## src/hw/rtl/cdt_pkg.sv

```systemverilog
// ---------------------------------------------------------------------------
// cdt_pkg: shared types and constants of the countdown timer controller
// Beat formats, mode and event codes, register indexes and the constants of
// the divide-by-sixty used to split a time value into minutes and seconds.
// ---------------------------------------------------------------------------
package cdt_pkg;

	localparam int TIME_BITS  = 16;
	localparam int TOTAL_BITS = 24;
	localparam int SHOW_BITS  = (TIME_BITS > TOTAL_BITS) ? TIME_BITS : TOTAL_BITS;

	localparam int CMD_W     = 3;
	localparam int PHASE_W   = 4;
	localparam int MODE_W    = 3;
	localparam int STATUS_W  = 2;
	localparam int MINUTES_W = 19;
	localparam int SECONDS_W = 6;
	localparam int MSG_W     = 2;
	localparam int STEP_W    = 8;
	localparam int HOLD_W    = 8;
	localparam int CFG_IDX_W = 2;
	localparam int CFG_DATA_W = 8;

	// floor(t / 60) = (t * DIV60_RECIP) >> DIV60_SHIFT, exact for t < 2^SHOW_BITS
	localparam int DIV60_SHIFT = SHOW_BITS + 6;
	localparam int RECIP_BITS  = SHOW_BITS + 1;
	localparam int PROD_BITS   = SHOW_BITS + RECIP_BITS;
	localparam int QUOT_BITS   = SHOW_BITS - 5;
	localparam logic [RECIP_BITS-1:0] DIV60_RECIP =
		RECIP_BITS'(((64'd1 << DIV60_SHIFT) + 64'd59) / 64'd60);

	// event codes
	localparam logic [CMD_W-1:0] CMD_INC   = 3'd0;
	localparam logic [CMD_W-1:0] CMD_DEC   = 3'd1;
	localparam logic [CMD_W-1:0] CMD_TICK  = 3'd2;
	localparam logic [CMD_W-1:0] CMD_START = 3'd3;
	localparam logic [CMD_W-1:0] CMD_ABORT = 3'd4;

	// reported mode codes
	localparam logic [MODE_W-1:0] MODE_CODE_IDLE  = 3'd0;
	localparam logic [MODE_W-1:0] MODE_CODE_SET   = 3'd1;
	localparam logic [MODE_W-1:0] MODE_CODE_RUN   = 3'd2;
	localparam logic [MODE_W-1:0] MODE_CODE_PAUSE = 3'd3;
	localparam logic [MODE_W-1:0] MODE_CODE_STAT  = 3'd4;

	localparam logic [STATUS_W-1:0] STATUS_HANDLED = 2'd0;
	localparam logic [STATUS_W-1:0] STATUS_IGNORED = 2'd1;
	localparam logic [STATUS_W-1:0] STATUS_TRANS   = 2'd2;

	localparam logic [MSG_W-1:0] MSG_NONE       = 2'd0;
	localparam logic [MSG_W-1:0] MSG_SET_TIME   = 2'd1;
	localparam logic [MSG_W-1:0] MSG_PAUSED     = 2'd2;
	localparam logic [MSG_W-1:0] MSG_PRODUCTIVE = 2'd3;

	localparam logic [CFG_IDX_W-1:0] REG_STEP_SECONDS    = 2'd0;
	localparam logic [CFG_IDX_W-1:0] REG_BEEP_PHASE      = 2'd1;
	localparam logic [CFG_IDX_W-1:0] REG_SECOND_PHASE    = 2'd2;
	localparam logic [CFG_IDX_W-1:0] REG_STAT_HOLD_TICKS = 2'd3;

	typedef enum logic [4:0] {
		MODE_IDLE  = 5'b00001,
		MODE_SET   = 5'b00010,
		MODE_RUN   = 5'b00100,
		MODE_PAUSE = 5'b01000,
		MODE_STAT  = 5'b10000
	} mode_t;

	typedef struct packed {
		logic [CMD_W-1:0]   cmd;
		logic [PHASE_W-1:0] sub_tick;
	} in_t;

	typedef struct packed {
		logic [MODE_W-1:0]    mode;
		logic [STATUS_W-1:0]  status;
		logic                 beep;
		logic                 show_time;
		logic [MINUTES_W-1:0] minutes;
		logic [SECONDS_W-1:0] seconds;
		logic [MSG_W-1:0]     message;
		logic                 clear_display;
	} out_t;

	function automatic logic [MODE_W-1:0] mode_code(mode_t m);
		logic [MODE_W-1:0] c;
		unique case (m)
			MODE_IDLE:  c = MODE_CODE_IDLE;
			MODE_SET:   c = MODE_CODE_SET;
			MODE_RUN:   c = MODE_CODE_RUN;
			MODE_PAUSE: c = MODE_CODE_PAUSE;
			MODE_STAT:  c = MODE_CODE_STAT;
			default:    c = MODE_CODE_IDLE;
		endcase
		return c;
	endfunction

endpackage

```

## src/hw/rtl/countdown_timer_controller.sv

```systemverilog
// ---------------------------------------------------------------------------
// countdown_timer_controller: five-mode countdown timer
// Idle, time set, countdown, pause and statistics modes driven by button and
// tick events, with saturating set, elapsed and productive time counters.
// ---------------------------------------------------------------------------
// The block takes one event beat per clock cycle and returns one result beat
// per event, in order. A beat passes through the input register, the
// mode update (which reads and writes the timer state as the beat leaves the
// input register, so back-to-back events see each other's effect), the
// multiply by the reciprocal of sixty, and the remainder step feeding the
// output register. When out_stall is held the pipeline fills and then stalls
// the input; otherwise one event is taken every cycle. Configuration registers
// are written through cfg_we/cfg_index/cfg_data; the user must write them
// only while no event is in flight, as the block does not enforce this.
module countdown_timer_controller (
	input  logic                      clk,
	input  logic                      arst_n,
	input  logic                      cfg_we,
	input  logic [cdt_pkg::CFG_IDX_W-1:0]  cfg_index,
	input  logic [cdt_pkg::CFG_DATA_W-1:0] cfg_data,
	input  logic                      in_valid,
	output logic                      in_stall,
	input  cdt_pkg::in_t              in_data,
	output logic                      out_valid,
	input  logic                      out_stall,
	output cdt_pkg::out_t             out_data
);
	import cdt_pkg::*;

	localparam logic [TIME_BITS-1:0]  TIME_MAX  = {TIME_BITS{1'b1}};
	localparam logic [SHOW_BITS:0]    TOTAL_MAX_W = (SHOW_BITS+1)'({TOTAL_BITS{1'b1}});

	typedef struct packed {
		logic [MODE_W-1:0]   mode;
		logic [STATUS_W-1:0] status;
		logic                beep;
		logic                show_time;
		logic [MSG_W-1:0]    message;
		logic                clear_display;
	} flags_t;

	// configuration
	logic [STEP_W-1:0]  step_seconds_q;
	logic [PHASE_W-1:0] beep_phase_q;
	logic [PHASE_W-1:0] second_phase_q;
	logic [HOLD_W-1:0]  stat_hold_ticks_q;

	// timer state
	mode_t                 mode_q;
	logic [TIME_BITS-1:0]  set_time_q;
	logic [TIME_BITS-1:0]  elapsed_q;
	logic [TOTAL_BITS-1:0] total_q;
	logic [HOLD_W-1:0]     stat_ticks_q;

	// pipeline
	logic valid_s1, valid_s2, valid_s3, valid_s4;
	logic ld1, ld2, ld3, ld4;
	in_t                  item_s1;
	flags_t               flags_s2, flags_s3;
	logic [SHOW_BITS-1:0] val_s2, val_s3;
	logic [QUOT_BITS-1:0] quot_s3;
	out_t                 res_s4;

	// mode update logic
	mode_t                 mode_n;
	logic [TIME_BITS-1:0]  set_n;
	logic [TIME_BITS-1:0]  el_n;
	logic [TOTAL_BITS-1:0] tot_n;
	logic [HOLD_W-1:0]     st_n;
	flags_t                flags_n;
	logic [SHOW_BITS-1:0]  val_n;
	logic                  enough;
	logic [TIME_BITS:0]    set_sum;
	logic [TIME_BITS-1:0]  set_inc;
	logic [TIME_BITS-1:0]  set_dec;
	logic [TIME_BITS-1:0]  set_cnt;
	logic [TIME_BITS-1:0]  el_inc;
	logic [SHOW_BITS:0]    tot_sum;
	logic [HOLD_W-1:0]     st_inc;
	logic                  tick_beep;
	logic                  tick_sec;

	// divide stage
	logic [PROD_BITS-1:0] prod;
	logic [SHOW_BITS-1:0] quot_x60;
	logic [SHOW_BITS-1:0] rem;

	assign ld4 = !valid_s4 || !out_stall;
	assign ld3 = !valid_s3 || ld4;
	assign ld2 = !valid_s2 || ld3;
	assign ld1 = !valid_s1 || ld2;

	assign in_stall  = !ld1;
	assign out_valid = valid_s4;
	assign out_data  = res_s4;

	always_ff @(posedge clk or negedge arst_n) begin
		if (!arst_n) begin
			step_seconds_q    <= STEP_W'(60);
			beep_phase_q      <= PHASE_W'(5);
			second_phase_q    <= PHASE_W'(10);
			stat_hold_ticks_q <= HOLD_W'(30);
		end else if (cfg_we) begin
			unique case (cfg_index)
				REG_STEP_SECONDS:    step_seconds_q    <= cfg_data[STEP_W-1:0];
				REG_BEEP_PHASE:      beep_phase_q      <= cfg_data[PHASE_W-1:0];
				REG_SECOND_PHASE:    second_phase_q    <= cfg_data[PHASE_W-1:0];
				REG_STAT_HOLD_TICKS: stat_hold_ticks_q <= cfg_data[HOLD_W-1:0];
				default: ;
			endcase
		end
	end

	always_comb begin
		enough    = set_time_q >= TIME_BITS'(step_seconds_q);
		set_sum   = (TIME_BITS+1)'(set_time_q) + (TIME_BITS+1)'(step_seconds_q);
		set_inc   = set_sum[TIME_BITS] ? TIME_MAX : set_sum[TIME_BITS-1:0];
		set_dec   = set_time_q - TIME_BITS'(step_seconds_q);
		set_cnt   = (set_time_q != '0) ? set_time_q - TIME_BITS'(1) : '0;
		el_inc    = (elapsed_q == TIME_MAX) ? TIME_MAX : elapsed_q + TIME_BITS'(1);
		st_inc    = stat_ticks_q + HOLD_W'(1);
		tick_beep = (item_s1.cmd == CMD_TICK) && (item_s1.sub_tick == beep_phase_q);
		tick_sec  = (item_s1.cmd == CMD_TICK) && (item_s1.sub_tick == second_phase_q);

		mode_n  = mode_q;
		set_n   = set_time_q;
		el_n    = elapsed_q;
		tot_n   = total_q;
		st_n    = stat_ticks_q;
		val_n   = '0;
		tot_sum = '0;
		flags_n = '{mode: MODE_CODE_IDLE, status: STATUS_IGNORED, beep: 1'b0,
			show_time: 1'b0, message: MSG_NONE, clear_display: 1'b0};

		unique case (mode_q)
			MODE_IDLE: begin
				if (item_s1.cmd == CMD_INC) begin
					set_n  = set_inc;
					mode_n = MODE_SET;
				end else if (item_s1.cmd == CMD_START) begin
					mode_n = MODE_STAT;
				end else if (tick_beep) begin
					flags_n.beep   = 1'b1;
					flags_n.status = STATUS_HANDLED;
				end
			end
			MODE_SET: begin
				if (item_s1.cmd == CMD_INC) begin
					set_n = set_inc;
					val_n = SHOW_BITS'(set_inc);
					flags_n.show_time = 1'b1;
					flags_n.status    = STATUS_HANDLED;
				end else if (item_s1.cmd == CMD_DEC && enough) begin
					set_n = set_dec;
					val_n = SHOW_BITS'(set_dec);
					flags_n.show_time = 1'b1;
					flags_n.status    = STATUS_HANDLED;
				end else if (item_s1.cmd == CMD_ABORT) begin
					mode_n = MODE_IDLE;
				end else if (item_s1.cmd == CMD_START && enough && set_time_q != '0) begin
					mode_n = MODE_RUN;
				end
			end
			MODE_RUN: begin
				if (tick_sec) begin
					set_n = set_cnt;
					el_n  = el_inc;
					val_n = SHOW_BITS'(set_cnt);
					flags_n.show_time = 1'b1;
					if (set_cnt == '0) begin
						mode_n = MODE_IDLE;
					end else begin
						flags_n.status = STATUS_HANDLED;
					end
				end else if (item_s1.cmd == CMD_START) begin
					mode_n = MODE_PAUSE;
				end else if (item_s1.cmd == CMD_ABORT) begin
					mode_n = MODE_IDLE;
				end
			end
			MODE_PAUSE: begin
				if (item_s1.cmd == CMD_INC) begin
					set_n  = set_inc;
					mode_n = MODE_SET;
				end else if (item_s1.cmd == CMD_DEC && enough) begin
					set_n  = set_dec;
					mode_n = MODE_SET;
				end else if (item_s1.cmd == CMD_START) begin
					mode_n = MODE_RUN;
				end else if (item_s1.cmd == CMD_ABORT) begin
					mode_n = MODE_IDLE;
				end
			end
			MODE_STAT: begin
				if (item_s1.cmd == CMD_TICK) begin
					if (st_inc >= stat_hold_ticks_q) begin
						st_n   = '0;
						mode_n = MODE_IDLE;
					end else begin
						st_n = st_inc;
					end
				end
			end
			default: ;
		endcase

		if (mode_n != mode_q) begin
			flags_n.status = STATUS_TRANS;
			// exit action of the old mode
			if (mode_q == MODE_RUN) begin
				tot_sum = (SHOW_BITS+1)'(total_q) + (SHOW_BITS+1)'(el_n);
				tot_n   = (tot_sum > TOTAL_MAX_W) ? TOTAL_BITS'(TOTAL_MAX_W)
					: TOTAL_BITS'(tot_sum);
				el_n    = '0;
			end else begin
				flags_n.clear_display = 1'b1;
			end
			// entry action of the new mode
			unique case (mode_n)
				MODE_IDLE: begin
					set_n = '0;
					el_n  = '0;
					val_n = '0;
					flags_n.show_time = 1'b1;
					flags_n.message   = MSG_SET_TIME;
				end
				MODE_SET: begin
					val_n = SHOW_BITS'(set_n);
					flags_n.show_time = 1'b1;
				end
				MODE_PAUSE: flags_n.message = MSG_PAUSED;
				MODE_STAT: begin
					val_n = SHOW_BITS'(tot_n);
					flags_n.show_time = 1'b1;
					flags_n.message   = MSG_PRODUCTIVE;
				end
				default: ;
			endcase
		end

		flags_n.mode = mode_code(mode_n);
	end

	always_ff @(posedge clk or negedge arst_n) begin
		if (!arst_n) begin
			mode_q       <= MODE_IDLE;
			set_time_q   <= '0;
			elapsed_q    <= '0;
			total_q      <= '0;
			stat_ticks_q <= '0;
		end else if (valid_s1 && ld2) begin
			mode_q       <= mode_n;
			set_time_q   <= set_n;
			elapsed_q    <= el_n;
			total_q      <= tot_n;
			stat_ticks_q <= st_n;
		end
	end

	always_ff @(posedge clk or negedge arst_n) begin
		if (!arst_n) begin
			valid_s1 <= 1'b0;
			valid_s2 <= 1'b0;
			valid_s3 <= 1'b0;
			valid_s4 <= 1'b0;
		end else begin
			if (ld1) begin
				valid_s1 <= in_valid;
			end
			if (ld2) begin
				valid_s2 <= valid_s1;
			end
			if (ld3) begin
				valid_s3 <= valid_s2;
			end
			if (ld4) begin
				valid_s4 <= valid_s3;
			end
		end
	end

	assign prod     = PROD_BITS'(val_s2) * PROD_BITS'(DIV60_RECIP);
	// q * 60 = q * 64 - q * 4
	assign quot_x60 = (SHOW_BITS'(quot_s3) << 6) - (SHOW_BITS'(quot_s3) << 2);
	assign rem      = val_s3 - quot_x60;

	always_ff @(posedge clk) begin
		if (in_valid && ld1) begin
			item_s1 <= in_data;
		end
		if (valid_s1 && ld2) begin
			flags_s2 <= flags_n;
			val_s2   <= val_n;
		end
		if (valid_s2 && ld3) begin
			flags_s3 <= flags_s2;
			val_s3   <= val_s2;
			quot_s3  <= prod[DIV60_SHIFT +: QUOT_BITS];
		end
		if (valid_s3 && ld4) begin
			res_s4.mode          <= flags_s3.mode;
			res_s4.status        <= flags_s3.status;
			res_s4.beep          <= flags_s3.beep;
			res_s4.show_time     <= flags_s3.show_time;
			res_s4.minutes       <= MINUTES_W'(quot_s3);
			res_s4.seconds       <= rem[SECONDS_W-1:0];
			res_s4.message       <= flags_s3.message;
			res_s4.clear_display <= flags_s3.clear_display;
		end
	end

endmodule
```

## config.mk

```make
export PLATFORM = sky130hd
export DESIGN_NAME = countdown_timer_controller
export DESIGN_NICKNAME = d
export VERILOG_FILES = /design/src/hw/rtl/cdt_pkg.sv /design/src/hw/rtl/countdown_timer_controller.sv
export SDC_FILE = /design/constraint.sdc
export NUM_CORES = 1
export LEC_CHECK = 0
export BUFFER_PORTS_ARGS = -buffer_cell sky130_fd_sc_hd__buf_2
export CORE_ASPECT_RATIO = 0.9
export CORE_UTILIZATION = 40
export DETAILED_ROUTE_END_ITERATION = 16
export PLACE_DENSITY = 0.6
export SLEW_MARGIN = 5
export SYNTH_ARGS = -nofsm -noshare
export SYNTH_HDL_FRONTEND = slang
export SYNTH_SLANG_ARGS = --single-unit
```

## constraint.sdc

```tcl
create_clock -name clk -period 6.15 [get_ports clk]
set_clock_uncertainty 0.1 [all_clocks]
set_input_delay 0.3075 -clock clk [delete_from_list [all_inputs] [get_ports clk]]
set_output_delay 0.3075 -clock clk [all_outputs]
set_load 0.01 [all_outputs]
```

==> run metrics, run 1 <==
status=finished clean; sum of buffers and inverters on the critical path=2; cell family with the largest share of critical-path delay=adder cells; Clk pwr share=0.156; CTS tree=yes; I/O pin count=59; CP max FO=5; met1 GRT Util=0.305; Final Power=9.32 mW; post-synthesis cell type count=80; Setup violations, final=0; fin crit period=5.79 ns; first-pass GRT wire length=around 79000 µm; Setup CP Type=reg2reg; initial cell density of the core=0.407; worst min path class=in2reg; CORE AREA=0.0444 mm²; Final Util=0.457; total CTS buffers=25; post-synthesis cell count=between 1500 and 2000; area delta synth->final=12.2%; die height=about 200 µm; HPWL Detailed=38100 µm; fill count=4240; Longest Clk Path Bufs=3; crit path launch type=register; top_reg_cell synth=edfxtp_1; Post-synth top cells=ha_1, inv_1, nand2_1; initial antenna violation count=0; share of cells above drive strength 1=0.114; CP endpoint kind=register; max-slew violations=0; Worst EP required=between 6 and 7 ns; EDFF count, synth=111; slew of the pin with the lowest slew margin=between 1 and 1.5 ns; Comb power frac=0.607; switching share of total power=0.462; Initial DRC Count=1018; via count=approximately 14000; multi-input logic area=roughly 0.011 mm²; drt first pass iters=8; Pleak=9.47 nW; post-route antenna net violation count=0; aggregate global routing overflow=0; Overall Global Routing Usage=0.218; DR WL/cell=19.3 µm; slowest CP cell=fa_1; number of antenna repair diodes=0; Die Wd=226 µm; Internal=5.01 mW; DRC=0; Global Route met2 Usage=0.351; clk_lat worst skew=around 0.56 ns; top cell type's share of synthesized area=0.185; Row Count=73; Setup TNS=0 ns; hold_ws=between 0.15 and 0.2 ns; Tcrit/Tclk final=0.941; crit-path max cell delay=0.57 ns; largest net degree at the start of global routing=50; cell area after synthesis=0.0181 mm²; max frequency=0.173 GHz; syn avg cell area=9.79 µm²; Slew headroom=0.262; Sequential Power Share=0.237; IO buf count=58; vias in the first global route=14200; worst-path cell chain=ha_1 > inv_1 > fa_1 > inv_1 > fa_1 > fa_1 > fa_1 > fa_1 > ha_1 > nand4_1 > nor2_1 > a211o_1 > nor2b_1 > a221oi_2 > a211oi_2 > a21o_1 > a21oi_1 > xnor2_1; switching power=between 4 and 5 mW; met3 Usage GRT=0.0275; Die ar.=0.0460 mm²; largest area contributor in the netlist=edfxtp_1; register area=between 0.005 and 0.006 mm²; Layout Nets=2300; pwr dens=460 mW/mm²; Synth area leaders=edfxtp_1, ha_1, dfrtp_1; postcts setup bufs=0; routability cong.=0.918; flops & latches, synth=around 210; count leader, synth=ha_1; clock root buffer=clkbuf_16; Arr. time, crit path=between 5 and 6 ns; Async S/R FF share, synth=0.466; layer with the highest usage=met2; Post-Route WL=49300 µm; Crit path top cell by count=fa_1; H-tree Lvls=1; RSZ-0062 raised after global routing=yes; max-capacitance violation count=0; Yosys Warn Count=0; Max VDD drop=between 0.2 and 0.3 mV; CTS sink cnt=about 210; Seq/Total Area, Yosys=0.320; post-synthesis net count=2210; vias per std cell=5.66; Clock transition at path regs=about 0.06 ns; Fin. Hold Viols=0
routing by layer:
metal	wire length, µm	up-vias
met5	0	-
met4	1350	0
met3	2850	85
met2	22500	474
met1	22600	7057
li1	-	6840
timing repair:
| item | 4_1_cts | 5_1_grt |
|---|---|---|
| setup endpoints to repair | 3 | 5 |
| hold buffers | 18 | 0 |
| hold endpoints to repair | 73 | 0 |
| gates resized for setup | 1 | 4 |
| pin swaps | 0 | 0 |
final timing paths:
path                       slack, ns  depth (start not counted)             startpoint                            end
setup / recovery                0.36                         18    val_s2[6]$_DFFE_PP_           quot_s3[6]$_DFFE_PP_
hold / removal                  0.15                          5           cfg_index[1]  step_seconds_q[2]$_DFFE_PN1P_
setup reg to reg                0.36                         18    val_s2[6]$_DFFE_PP_           quot_s3[6]$_DFFE_PP_
hold reg to reg                 0.32                          0  flags_s3[1]$_DFFE_PP_          out_data[1]$_DFFE_PP_
max in group asynchronous       4.54                          3                 arst_n     set_time_q[13]$_DFFE_PN0P_
min in group asynchronous       0.22                          2                 arst_n      set_time_q[3]$_DFFE_PN0P_
layout make-up:
type / instances / area share
multi-input cells: 1387 / 0.561
well taps: 600 / 0.0370
repair buffers: 133 / 0.0445
clock buffers: 31 / 0.0325
inverters: 180 / 0.0333
clock inverters: 15 / 0.00667
flip-flops and latches: 208 / 0.285
sequential cells by signal (all words and copies together) (netlist names):
| name | cells |
|---|---|
| valid_s2 | 1 |
| second_phase_q | 4 |
| valid_s3 | 1 |
| out_data | 35 |
| val_s3 | 6 |
| quot_s3 | 19 |
| mode_q | 5 |
| stat_ticks_q | 8 |
| elapsed_q | 16 |
| out_valid | 1 |
| set_time_q | 16 |
| val_s2 | 24 |
| valid_s1 | 1 |
| item_s1 | 7 |
| total_q | 24 |
| stat_hold_ticks_q | 8 |
| flags_s2 | 10 |
| step_seconds_q | 8 |
| beep_phase_q | 4 |
| flags_s3 | 10 |
tightest hold or removal path, stage by stage:
cell     delay (ns)
buf_2          0.11
nor3b_1        0.05
buf_4          0.18
nand2_1        0.07
o21ai_0        0.07
power by group through the flow:
stage	clock network (mW)	registers [mW]	logic, mW
after floorplan	0	2.11	4.15
after global placement	0	2.22	5.49
final	1.46	2.21	5.65
after CTS	1.50	2.20	5.61
after detailed placement	0	2.23	5.55
after global routing	1.56	2.24	6.35
logic make-up (layout without fill, tap and decap cells):
group | Yosys count | count (layout) | synth area share
AND/OR/NAND/NOR | 490 | 490 | 0.134
AO/OA/AOI/OAI | 429 | 429 | 0.157
buffers and inverters | 250 | 359 | 0.0534
adder cells (fa/ha/maj) | 343 | 343 | 0.271
XOR/XNOR | 84 | 84 | 0.0407
multiplexers | 41 | 41 | 0.0249
flip-flops | 208 | 208 | 0.320
placed cells by master (no fill, tap or decap), types with 9 or more instances in the layout:
master,n
xnor2_1,38
ha_1,263
buf_2,57
buf_4,58
nand2_1,146
mux2_2,28
nand4_1,18
o22ai_1,10
o211ai_1,9
and3_1,25
a21oi_1,107
or3_1,10
mux2i_1,12
o21a_1,9
inv_1,179
and2_1,15
a31oi_1,24
a21o_1,32
nand2b_1,22
clkbuf_16,25
and4_1,9
fa_1,80
dlygate4sd3_1,18
a211oi_1,17
dfstp_2,13
a22o_1,12
nand3_1,46
dfrtp_1,84
nor2b_1,13
xor2_1,46
a221oi_1,10
nor3_1,39
o21ai_0,101
nor2_1,107
edfxtp_1,111
metrics by stage:
stage                     worst slack, ns  instances  area, µm²
after global placement            -0.0287       2490      19300
after detailed placement          -0.0510       2490      19300
final                               0.364       2554      20300
after floorplan                     0.464       1845      18100
after global routing              -0.0226       2554      20300
after CTS                           0.136       2554      20200
Note: power is estimated with default switching activity, not from simulation.
==> inputs of run 2 (changes only) <==
Settings changed: BUFFER_PORTS_ARGS -buffer_cell sky130_fd_sc_hd__buf_2 to -buffer_cell sky130_fd_sc_hd__clkbuf_2.
==> run metrics, run 2 (synthesis gave the netlist of run 1 again) <==
IO buf count=58 (unchanged); routability cong.=0.955 (was 0.918); worst min path class=in2reg (unchanged); Fin. Hold Viols=0 (unchanged); total CTS buffers=25 (unchanged); fin area=0.0203 mm² (about the same); fin crit period=5.81 ns (was 5.79 ns); die height=204 µm (unchanged); post-route antenna net violation count=0 (unchanged); clock root buffer=clkbuf_16 (unchanged); largest net degree at the start of global routing=64 (was 50); H-tree Lvls=1 (unchanged); Post-Route WL=49900 µm (was 49300 µm); initial antenna violation count=0 (unchanged); Reg2Reg Depth=18 (unchanged); leading cell type in the layout, fill and taps excluded=ha_1 (unchanged); max reg flops=35 (unchanged); drt first pass iters=6 (was 8); Slew headroom=0.202 (was 0.262); Pleak=9.50 nW (was 9.47 nW); DRC=0 (unchanged); max-slew violations=0 (unchanged); clk_lat worst skew=0.55 ns (was 0.56 ns); pwr dens=466 mW/mm² (was 460 mW/mm²); hold_ws=0.156 ns (was 0.150 ns); Critical Path Source=val_s2[2]$_DFFE_PP_ (was val_s2[6]$_DFFE_PP_); via count=14400 (was 14500); commonest cells after routing, fill and taps aside=ha_1, inv_1, nand2_1, edfxtp_1 (unchanged); Post-Place Cell Area=0.0193 mm² (about the same); crit path launch type=register (unchanged); Initial DRC Count=1327 (was 1018); Setup violations, final=0 (unchanged); initial cell density of the core=0.407 (unchanged); vias per std cell=5.63 (was 5.66); HPWL Detailed=38700 µm (was 38100 µm); Tcrit/Tclk final=0.944 (was 0.941); Die ar.=0.0460 mm² (unchanged); CORE AREA=0.0444 mm² (unchanged); Arr. time, crit path=6.00 ns (was 5.99 ns); RSZ-0062 raised after global routing=no (was yes); CP endpoint=quot_s3[6]$_DFFE_PP_ (unchanged); Die Wd=226 µm (unchanged); Crit Reg-Reg Endpoint=quot_s3[6]$_DFFE_PP_ (unchanged); DR WL/cell=19.5 µm (was 19.3 µm); Longest Clk Path Bufs=3 (unchanged); aggregate global routing overflow=0 (unchanged); Worst R2R Setup Slack=0.34 ns (was 0.36 ns); share of cells above drive strength 1=0.115 (was 0.114); Overall Global Routing Usage=0.221 (was 0.218); DP Cell Count=2492 (was 2490); worst flop-to-flop path startpoint=val_s2[2]$_DFFE_PP_ (was val_s2[6]$_DFFE_PP_); CTS tree=yes (unchanged); CTS sink cnt=208 (unchanged); max-capacitance violation count=0 (unchanged); fin cells=2555 (was 2554); Clock transition at path regs=0.06 ns (about the same); CP endpoint kind=register (unchanged); Layout Nets=2302 (was 2300); number of antenna repair diodes=0 (unchanged); max frequency=0.172 GHz (was 0.173 GHz); first-pass GRT wire length=79600 µm (was 78800 µm); Row Count=73 (unchanged); slew of the pin with the lowest slew margin=1.20 ns (was 1.11 ns); Setup CP Type=reg2reg (unchanged); Max VDD drop=0.339 mV (was 0.255 mV); postcts setup bufs=0 (unchanged); Worst EP required=6.34 ns (was 6.35 ns); CP max FO=3 (was 5); vias in the first global route=14700 (was 14200); area delta synth->final=12.3% (was 12.2%); I/O pin count=59 (unchanged); status=finished clean (unchanged)
[run 2: per-stage QoR]
stage / util / setup TNS, ns / power (mW) / worst slack [ns]
5_1_grt: 0.457 / 0 / 10.3 / 0.0322
3_5_place_dp: 0.434 / -0.108 / 7.86 / -0.0668
4_1_cts: 0.456 / 0 / 9.42 / 0.134
2_1_floorplan: - / 0 / 6.26 / 0.464
3_3_place_gp: 0.434 / -0.0286 / 7.78 / -0.0286
6_report: 0.457 / 0 / 9.45 / 0.345
[run 2: worst min path at each step]
| stage | to | start | cells past startpoint | slack, ns |
|---|---|---|---|---|
| floorplan | beep_phase_q[1]$_DFFE_PN0P_ | arst_n | 0 | -0.09 |
| global placement | stat_hold_ticks_q[0]$_DFFE_PN0P_ | arst_n | 1 | 0.22 |
| detailed placement | stat_hold_ticks_q[0]$_DFFE_PN0P_ | arst_n | 1 | 0.22 |
| CTS | step_seconds_q[4]$_DFFE_PN1P_ | cfg_index[1] | 5 | 0.15 |
| global route | step_seconds_q[3]$_DFFE_PN1P_ | cfg_index[0] | 5 | 0.19 |
| finish | step_seconds_q[2]$_DFFE_PN1P_ | cfg_index[1] | 5 | 0.16 |
[run 2: area by class of cell]
cell class | count | area [µm²]
repair buffers | 135 | 916
clock buffers | 35 | 683
fillers | 4311 | 24100
clock inverters | 10 | 111
flip-flops and latches | 208 | 5780
multi-input cells | 1387 | 11400
well taps | 600 | 751
inverters | 180 | 676
[run 2: report_power, final]
part / internal [mW] / switching (mW)
Sequential: 1.91 / 0.287
Clock: 0.860 / 0.623
Combinational: 2.30 / 3.47
Total: 5.07 / 4.38
[run 2: layer usage]
layer | global-route usage | vias up | routed length [µm]
met3 | 0.0330 | 94 | 3100
li1 | - | 6823 | -
met2 | 0.361 | 485 | 22600
met1 | 0.298 | 6980 | 22300
met5 | 0 | - | 0
met4 | 0.0787 | 0 | 1830
[run 2: what timing repair did]
action / CTS / global route
hold endpoints to repair: 67 / 0
endpoints found under the setup margin: 3 / 7
hold buffers: 18 / 0
resized for setup: 1 / 4
[run 2: worst max-delay path, cell delays in order (launching register included)]
cell and delay, ns:
edfxtp_1 0.41, ha_1 0.36, inv_1 0.08, fa_1 0.56
inv_1 0.07, fa_1 0.49, fa_1 0.52, fa_1 0.51
fa_1 0.43, ha_1 0.33, a21o_1 0.17, a21o_1 0.18
a211o_1 0.32, nor2b_1 0.15, a221oi_2 0.22, a211oi_1 0.17
a21o_1 0.23, a21oi_1 0.18, xnor2_1 0.08
